<file path="src/rtl/alc_pkg.sv">
package alc_pkg;

    // configuration port layout
    localparam int CFG_ADDR_W = 3;
    localparam int CFG_DATA_W = 32;
    localparam int COUNT_REG_W = 7;

    // register select, taken from address bit 2
    localparam logic REG_ELEMENT_COUNT = 1'b0;
    localparam logic REG_LINKAGE_MODE  = 1'b1;

    // linkage modes
    localparam logic MODE_COMPLETE = 1'b0;
    localparam logic MODE_AVERAGE  = 1'b1;

    // reset values of the registers
    localparam logic [COUNT_REG_W-1:0] ELEMENT_COUNT_RST = 7'd64;
    localparam logic                   LINKAGE_MODE_RST  = MODE_AVERAGE;

    // status of the shared divider
    typedef struct packed {
        logic busy;
        logic done;
    } alc_div_stat_t;

endpackage

</file>
<file path="src/rtl/alc_divider.sv">
module alc_divider
    import alc_pkg::*;
#(
    parameter int NUM_W = 23,
    parameter int DEN_W = 7
) (
    input  logic             clk,
    input  logic             rst_n,
    input  logic             start,
    input  logic [NUM_W-1:0] num,
    input  logic [DEN_W-1:0] den,
    output logic [NUM_W-1:0] quo,
    output alc_div_stat_t    stat
);

    localparam int CNT_W = $clog2(NUM_W + 1);

    logic [NUM_W-1:0] quo_reg;
    logic [DEN_W-1:0] rem_reg;
    logic [DEN_W-1:0] den_reg;
    logic [CNT_W-1:0] cnt_reg;
    logic             busy_reg;
    logic             done_reg;

    logic [DEN_W:0]   trial;
    logic             fits;
    logic [DEN_W:0]   diff;

    // one restoring step: shift in the next numerator bit, subtract when it fits
    always_comb
    begin
        trial = {rem_reg, quo_reg[NUM_W-1]};
        fits  = (trial >= {1'b0, den_reg});
        diff  = trial - {1'b0, den_reg};
    end

    always_ff @(posedge clk or negedge rst_n)
    begin
        if (!rst_n)
        begin
            busy_reg <= 1'b0;
            done_reg <= 1'b0;
            cnt_reg  <= '0;
        end
        else
        begin
            done_reg <= 1'b0;
            if (start)
            begin
                busy_reg <= 1'b1;
                cnt_reg  <= CNT_W'(NUM_W);
            end
            else if (busy_reg)
            begin
                cnt_reg <= cnt_reg - CNT_W'(1);
                if (cnt_reg == CNT_W'(1))
                begin
                    busy_reg <= 1'b0;
                    done_reg <= 1'b1;
                end
            end
        end
    end

    // datapath, numerator shifts out as the quotient shifts in
    always_ff @(posedge clk)
    begin
        if (start)
        begin
            quo_reg <= num;
            rem_reg <= '0;
            den_reg <= den;
        end
        else if (busy_reg)
        begin
            quo_reg <= {quo_reg[NUM_W-2:0], fits};
            rem_reg <= fits ? diff[DEN_W-1:0] : trial[DEN_W-1:0];
        end
    end

    assign quo       = quo_reg;
    assign stat.busy = busy_reg;
    assign stat.done = done_reg;

endmodule

</file>
<file path="config.mk">
export PLATFORM = sky130hd
export DESIGN_NAME = alc_divider
export DESIGN_NICKNAME = d
export VERILOG_FILES = /design/src/rtl/alc_pkg.sv /design/src/rtl/alc_divider.sv
export SDC_FILE = /design/constraint.sdc
export NUM_CORES = 1
export LEC_CHECK = 0
export ABC_CLOCK_PERIOD_IN_PS = 2800
export BUFFER_PORTS_ARGS = -buffer_cell sky130_fd_sc_hd__clkbuf_2
export CAP_MARGIN = 20
export CORE_UTILIZATION = 40
export DETAILED_ROUTE_END_ITERATION = 8
export HOLD_SLACK_MARGIN = 0.02
export PLACE_DENSITY = 0.63
export SYNTH_ARGS = -nofsm -noshare
export SYNTH_HDL_FRONTEND = slang
export SYNTH_SLANG_ARGS = --single-unit
</file>
<file path="constraint.sdc">
create_clock -name clk -period 2.8 [get_ports clk]
set_input_delay 0.56 -clock clk [delete_from_list [all_inputs] [get_ports clk]]
set_output_delay 0.56 -clock clk [all_outputs]
set_load 0.01 [all_outputs]
</file>
==> flow_summary.json, run 1 <==
{
  "cell_internal_pwr_w": 0.00143,
  "r2r_slack_ns": 0.55,
  "cp_data_arrival_time_ns": 2.46,
  "vias": 1613,
  "fin_setup_tns_ns": 0,
  "drive_gt1_share_pct": 40.3,
  "vdd_drop_max_uv": 296,
  "final_cells": 320,
  "drtAntennaViolNets": 0,
  "wl_met2_um": 2030,
  "clock-root-buffer": "clkbuf_8",
  "cts_tree": "done",
  "synth.most_common_cell": "edfxtp_1",
  "final_max_slew_viol_count": 0,
  "drt_first_pass_iters": 4,
  "synth_commonest_cells": "edfxtp_1 (30), mux2_2 (22), inv_1 (14)",
  "yosysWarnings": 0,
  "io_pins": 58,
  "track_usage_pct": 14.3,
  "path_class": "reg2reg",
  "core-area_mm2": 0.00561,
  "finalCritPeriodShare_pct": 80.2,
  "cts-resized-gates": 0,
  "p_clk_share_pct": 23.1,
  "p_leak_nw": 1.20,
  "route.detailed.drc": 0,
  "status": "finished clean",
  "slew_headroom_pct": 63.3,
  "antenna_found_initial": 0,
  "yosysSeqAreaShare_pct": 51.6,
  "ys_types": 48,
  "cts_buffers": 5,
  "grt_max_degree": 24,
  "final_util_pct": 49.7,
  "wirelength_um": 4310,
  "initial_core_util_pct": 42.1,
  "io_buffers": 57,
  "ys.flop_type": "edfxtp_1",
  "dp_hpwl_um": 3170,
  "cts.sinks": 44,
  "insertedDiodeCount": 0,
  "syn_area_mm2": 0.00236,
  "r2r-end": "rem_reg[2]$_SDFFE_PP0P_",
  "finalNetCount": 290,
  "cts_setup_buffers": 0,
  "period_needed_ns": 2.25,
  "ys_top_cells_by_area": "edfxtp_1 (38%), mux2_2 (11%), dfrtp_1 (7.4%)",
  "switching_share_pct": 32.3,
  "cp_cell_sequence": "inv_1, ha_1, fa_1, nand2b_1, a211o_1, and3_1, a311oi_2",
  "worst_slew_pin_slew_ns": 0.550,
  "clock_skew_ns": 0.00615,
  "largest_reg_flops": 23,
  "r2r_cells": 7,
  "syn2layout_area_growth_pct": 18.2,
  "switching_power_w": 0.000679,
  "end_kind": "flip-flop",
  "fp-row-count": 27,
  "path_delay_family": "compound AO/OA/AOI/OAI gates",
  "setup_ws_ns": 0.554,
  "max-cap-violations": 0,
  "combinationalPowerShare_pct": 35.1,
  "syn_avg_cell_area_um2": 12.3,
  "cpMaxStageDelayCell": "fa_1",
  "rsz0062_at_grt": "false",
  "viasPerCell": 5.04,
  "wl_met3_um": 165,
  "grt_pass1_vias": 1430,
  "die_w_um": 78.8,
  "m1WireLength_um": 2090,
  "pwr_density_cell_mw_per_mm2": 755,
  "fmax_mhz": 445,
  "netlist_instances": 192,
  "async_flop_share_pct": 15.9,
  "p_seq_share_pct": 41.8,
  "rr_startpoint": "quo[22]$_DFFE_PP_",
  "synth_top_area_share_pct": 38.2,
  "setup_viol": 0,
  "place_ws_ns": 0.563,
  "postCtsHoldBufs": 0,
  "cts.clk_slew.worst_paths_ns": 0.08,
  "worst-path-stages": 7,
  "syn_nets": 235,
  "p_total_w": 0.00211,
  "place_congestion": 0.764,
  "grt_first_pass_wirelength_um": 6820,
  "overflow": 0,
  "hold_path.class": "in2async",
  "htreeDepth": 2,
  "first_iter_violations": 55,
  "placedCellCount": 312,
  "synth_edf_count": 30,
  "crit_buf_inv": 1,
  "max_stage_delay_ns": 0.39,
  "synth_top_cell_by_area": "edfxtp_1",
  "worstPathRequired_ns": 3.01,
  "hold_violations": 0,
  "dieArea_mm2": 0.00621,
  "ys_seq_elements": 44,
  "clockBufferDepth": 2,
  "clock_latency_ns": 0.29,
  "die_y_um": 78.8,
  "crit_fanout": 9,
  "highest_layer": "met4",
  "start_kind": "flip-flop",
  "routedWlPerCell_um": 13.5
}
through the flow:
stage / area (um2) / hold slack [ns]
final: 2790 / 0.0850
after global routing: 2790 / 0.0892
after CTS: 2790 / 0.0800
after detailed placement: 2680 / 0.405
after global placement: 2680 / 0.403
after floorplan: 2360 / 0.264
worst max path at each step:
stage	start	end	slack (ns)
after floorplan	quo[22]$_DFFE_PP_	rem_reg[0]$_SDFFE_PP0P_	0.59
after global placement	quo[22]$_DFFE_PP_	rem_reg[0]$_SDFFE_PP0P_	0.60
after detailed placement	quo[22]$_DFFE_PP_	rem_reg[2]$_SDFFE_PP0P_	0.56
after CTS	quo[22]$_DFFE_PP_	rem_reg[0]$_SDFFE_PP0P_	0.55
after global routing	quo[22]$_DFFE_PP_	rem_reg[4]$_SDFFE_PP0P_	0.44
final	quo[22]$_DFFE_PP_	rem_reg[2]$_SDFFE_PP0P_	0.55
worst register-to-register path: stages (launching register included):
cell      delay, ns
edfxtp_1       0.34
inv_1          0.06
ha_1           0.22
fa_1           0.39
nand2b_1       0.17
a211o_1        0.38
and3_1         0.32
a311oi_2       0.27
area by class of cell:
cell class,count,area [um2]
inverters,14,52.6
multi-input cells,122,1010
flip-flops and latches,44,1220
fillers,536,2820
well taps,72,90.1
clock buffers,5,68.8
repair buffers,60,308
clock inverters,3,42.5
routing by layer:
layer | up-vias | GRT usage (%)
met4 | 0 | 3.89
met5 | - | 0
met2 | 34 | 22.5
met3 | 4 | 3.45
met1 | 764 | 19.6
li1 | 811 | -
power by group through the flow:
| stage | registers [W] | clock network, W | logic, W |
|---|---|---|---|
| final | 0.000880 | 0.000487 | 0.000739 |
| after global routing | 0.000895 | 0.000527 | 0.000816 |
| after CTS | 0.000880 | 0.000504 | 0.000742 |
| after detailed placement | 0.000894 | 0 | 0.000737 |
| after global placement | 0.000894 | 0 | 0.000735 |
| after floorplan | 0.000896 | 0 | 0.000585 |
layout by cell type (no fill, tap or decap), types with 5 or more instances in the layout:
| cell | instances |
|---|---|
| clkbuf_2 | 57 |
| clkbuf_8 | 5 |
| dfrtp_1 | 7 |
| dfxtp_1 | 7 |
| edfxtp_1 | 30 |
| ha_1 | 9 |
| inv_1 | 14 |
| mux2_2 | 22 |
| nand2_1 | 8 |
| nand2b_1 | 6 |
| nor2_1 | 9 |
| nor3b_1 | 6 |
| o21ai_0 | 6 |
| xnor2_1 | 5 |
logic make-up after synthesis:
family | count (synthesis) | synth area share (%)
buf+inv | 26 | 5.57
xor+xnor | 6 | 2.23
mux | 23 | 10.9
fa+ha+maj | 10 | 5.62
simple gates | 49 | 12.0
flops | 44 | 51.6
compound gates | 34 | 12.1
Note: power is estimated with default switching activity, not from simulation.
==> run 2: changes to the inputs <==
--- a/config.mk
+++ b/config.mk
@@ -5,7 +5,7 @@
 export SDC_FILE = /design/constraint.sdc
 export NUM_CORES = 1
 export LEC_CHECK = 0
-export ABC_CLOCK_PERIOD_IN_PS = 2800
+export ABC_CLOCK_PERIOD_IN_PS = 2300
 export BUFFER_PORTS_ARGS = -buffer_cell sky130_fd_sc_hd__clkbuf_2
 export CAP_MARGIN = 20
 export CORE_UTILIZATION = 40
==> constraint.sdc (replaced) <==
create_clock -name clk -period 2.3 [get_ports clk]
set_input_delay 0.46 -clock clk [delete_from_list [all_inputs] [get_ports clk]]
set_output_delay 0.46 -clock clk [all_outputs]
set_load 0.01 [all_outputs]
==> run 2 against run 1 <==
  * Flip-flop and latch count stayed put
  * Count of clock-buffer cells in the layout did not move
  * Cell count rose by 1.3%
  * Hold slack improved by 0.25 ns
  * Sequential power increased by 23%
  * Core utilization is 0.65 points higher
  * Register-to-register slack worse by 0.41 ns
  * Die area did not move
  * Via count is 1.1% higher
  * Global-route usage up 0.42 points
  * Routed wire length grew 4.8%
==> flow_summary.json, run 2 (synthesis results as in run 1) <==
{
  "core-area_mm2": 0.00561,
  "period_needed_ns": 2.16,
  "final_cell_mix": "clkbuf_2 (57), edfxtp_1 (30), mux2_2 (22), inv_1 (14)",
  "cts.sinks": 44,
  "r2r_slack_ns": 0.14,
  "cp_cell_sequence": "inv_1, ha_1, fa_1, nand2b_1, a211o_1, and3_1, a311oi_2",
  "max_stage_delay_ns": 0.39,
  "worst_slew_pin_slew_ns": 0.547,
  "vdd_drop_max_uv": 407,
  "clock_latency_ns": 0.29,
  "fin_setup_tns_ns": 0,
  "drtAntennaViolNets": 0,
  "path_delay_family": "adder cells",
  "clock-root-buffer": "clkbuf_8",
  "cp_data_arrival_time_ns": 2.36,
  "routedWlPerCell_um": 14.0,
  "start_kind": "flip-flop",
  "htreeDepth": 2,
  "setup_viol": 0,
  "design_area_mm2": 0.00283,
  "setup.worst_path.start": "quo[22]$_DFFE_PP_",
  "die_y_um": 78.8,
  "die_w_um": 78.8,
  "end_kind": "flip-flop",
  "r2r_cells": 7,
  "path_class": "reg2reg",
  "min_path_cells": 1,
  "status": "finished clean",
  "insertedDiodeCount": 0,
  "vias": 1631,
  "worst-path-stages": 7,
  "fp-row-count": 27,
  "io_buffers": 57,
  "dpl_cell_area_mm2": 0.00270,
  "dieArea_mm2": 0.00621,
  "track_usage_pct": 14.7,
  "antenna_found_initial": 0,
  "cts.clk_slew.worst_paths_ns": 0.09,
  "largest_reg_flops": 23,
  "cts_buffers": 5,
  "drt_first_pass_iters": 4,
  "place_ws_ns": 0.143,
  "finalCritPeriodShare_pct": 93.8,
  "r2r-end": "rem_reg[0]$_SDFFE_PP0P_",
  "final_common_cell": "clkbuf_2",
  "cpMaxStageDelayCell": "fa_1",
  "dp_hpwl_um": 3350,
  "p_leak_nw": 1.22,
  "fmax_mhz": 463,
  "crit_fanout": 6,
  "slew_headroom_pct": 63.6,
  "pwr_density_cell_mw_per_mm2": 928,
  "route.detailed.drc": 0,
  "setup_ws_ns": 0.142,
  "syn2layout_area_growth_pct": 19.8,
  "io_pins": 58,
  "worstPathRequired_ns": 2.50,
  "clock_skew_ns": 0.00880,
  "cts_tree": "done",
  "nFillCells": 511,
  "hold_path.class": "in2reg",
  "initial_core_util_pct": 42.1,
  "p_total_w": 0.00262,
  "cts_setup_buffers": 0,
  "hold_violations": 0,
  "place_congestion": 0.778,
  "final_max_slew_viol_count": 0,
  "max-cap-violations": 0,
  "crit_buf_inv": 1,
  "viasPerCell": 5.03,
  "whs_ns": 0.335,
  "first_iter_violations": 74,
  "grt_pass1_vias": 1584,
  "grt_first_pass_wirelength_um": 7070,
  "rsz0062_at_grt": "false",
  "wirelength_um": 4520,
  "finalNetCount": 294,
  "rr_startpoint": "quo[22]$_DFFE_PP_",
  "endpoint": "rem_reg[0]$_SDFFE_PP0P_",
  "overflow": 0,
  "clockBufferDepth": 2,
  "drive_gt1_share_pct": 41.3,
  "grt_max_degree": 24
}
run 2: per-stage QoR:
step / utilization, % / std cells
after floorplan: - / 192
final: 50.4 / 324
after global placement: 48.1 / 315
after global routing: 50.4 / 324
after CTS: 50.4 / 324
after detailed placement: 48.1 / 315
run 2: area by class of cell:
type	instances	area, um2	share of cell area, %
flip-flops and latches	44	1220	43.0
multi-input cells	122	1010	35.8
repair buffers	64	340	12.0
well taps	72	90.1	3.19
clock buffers	5	68.8	2.44
inverters	14	52.6	1.86
clock inverters	3	46.3	1.64
run 2: power by group:
part	internal (W)	switching [W]	total (W)
Sequential	0.000983	0.0000938	0.00108
Combinational	0.000456	0.000483	0.000939
Clock	0.000327	0.000279	0.000607
Total	0.00177	0.000856	0.00262
run 2: how the worst min path moves through the flow:
| stage | from | to | slack (ns) |
|---|---|---|---|
| after global routing | den[3] | den_reg[3]$_DFFE_PP_ | 0.32 |
| after floorplan | rst_n | busy_reg$_DFF_PN0_ | 0.16 |
| after CTS | den[4] | den_reg[4]$_DFFE_PP_ | 0.32 |
| final | den[4] | den_reg[4]$_DFFE_PP_ | 0.33 |
| after detailed placement | rst_n | cnt_reg[4]$_DFFE_PN0P_ | 0.31 |
| after global placement | rst_n | done_reg$_DFF_PN0_ | 0.30 |
run 2: routing by layer:
metal | global-route usage (%) | part of all wire [%]
met5 | 0 | 0
met4 | 3.52 | 0.35
met3 | 4.60 | 3.8
met2 | 25.4 | 50
met1 | 17.8 | 46
run 2: timing repair:
action / CTS / global route
resized for setup: 0 / 0
hold endpoints to repair: 7 / 0
hold buffers: 1 / 0
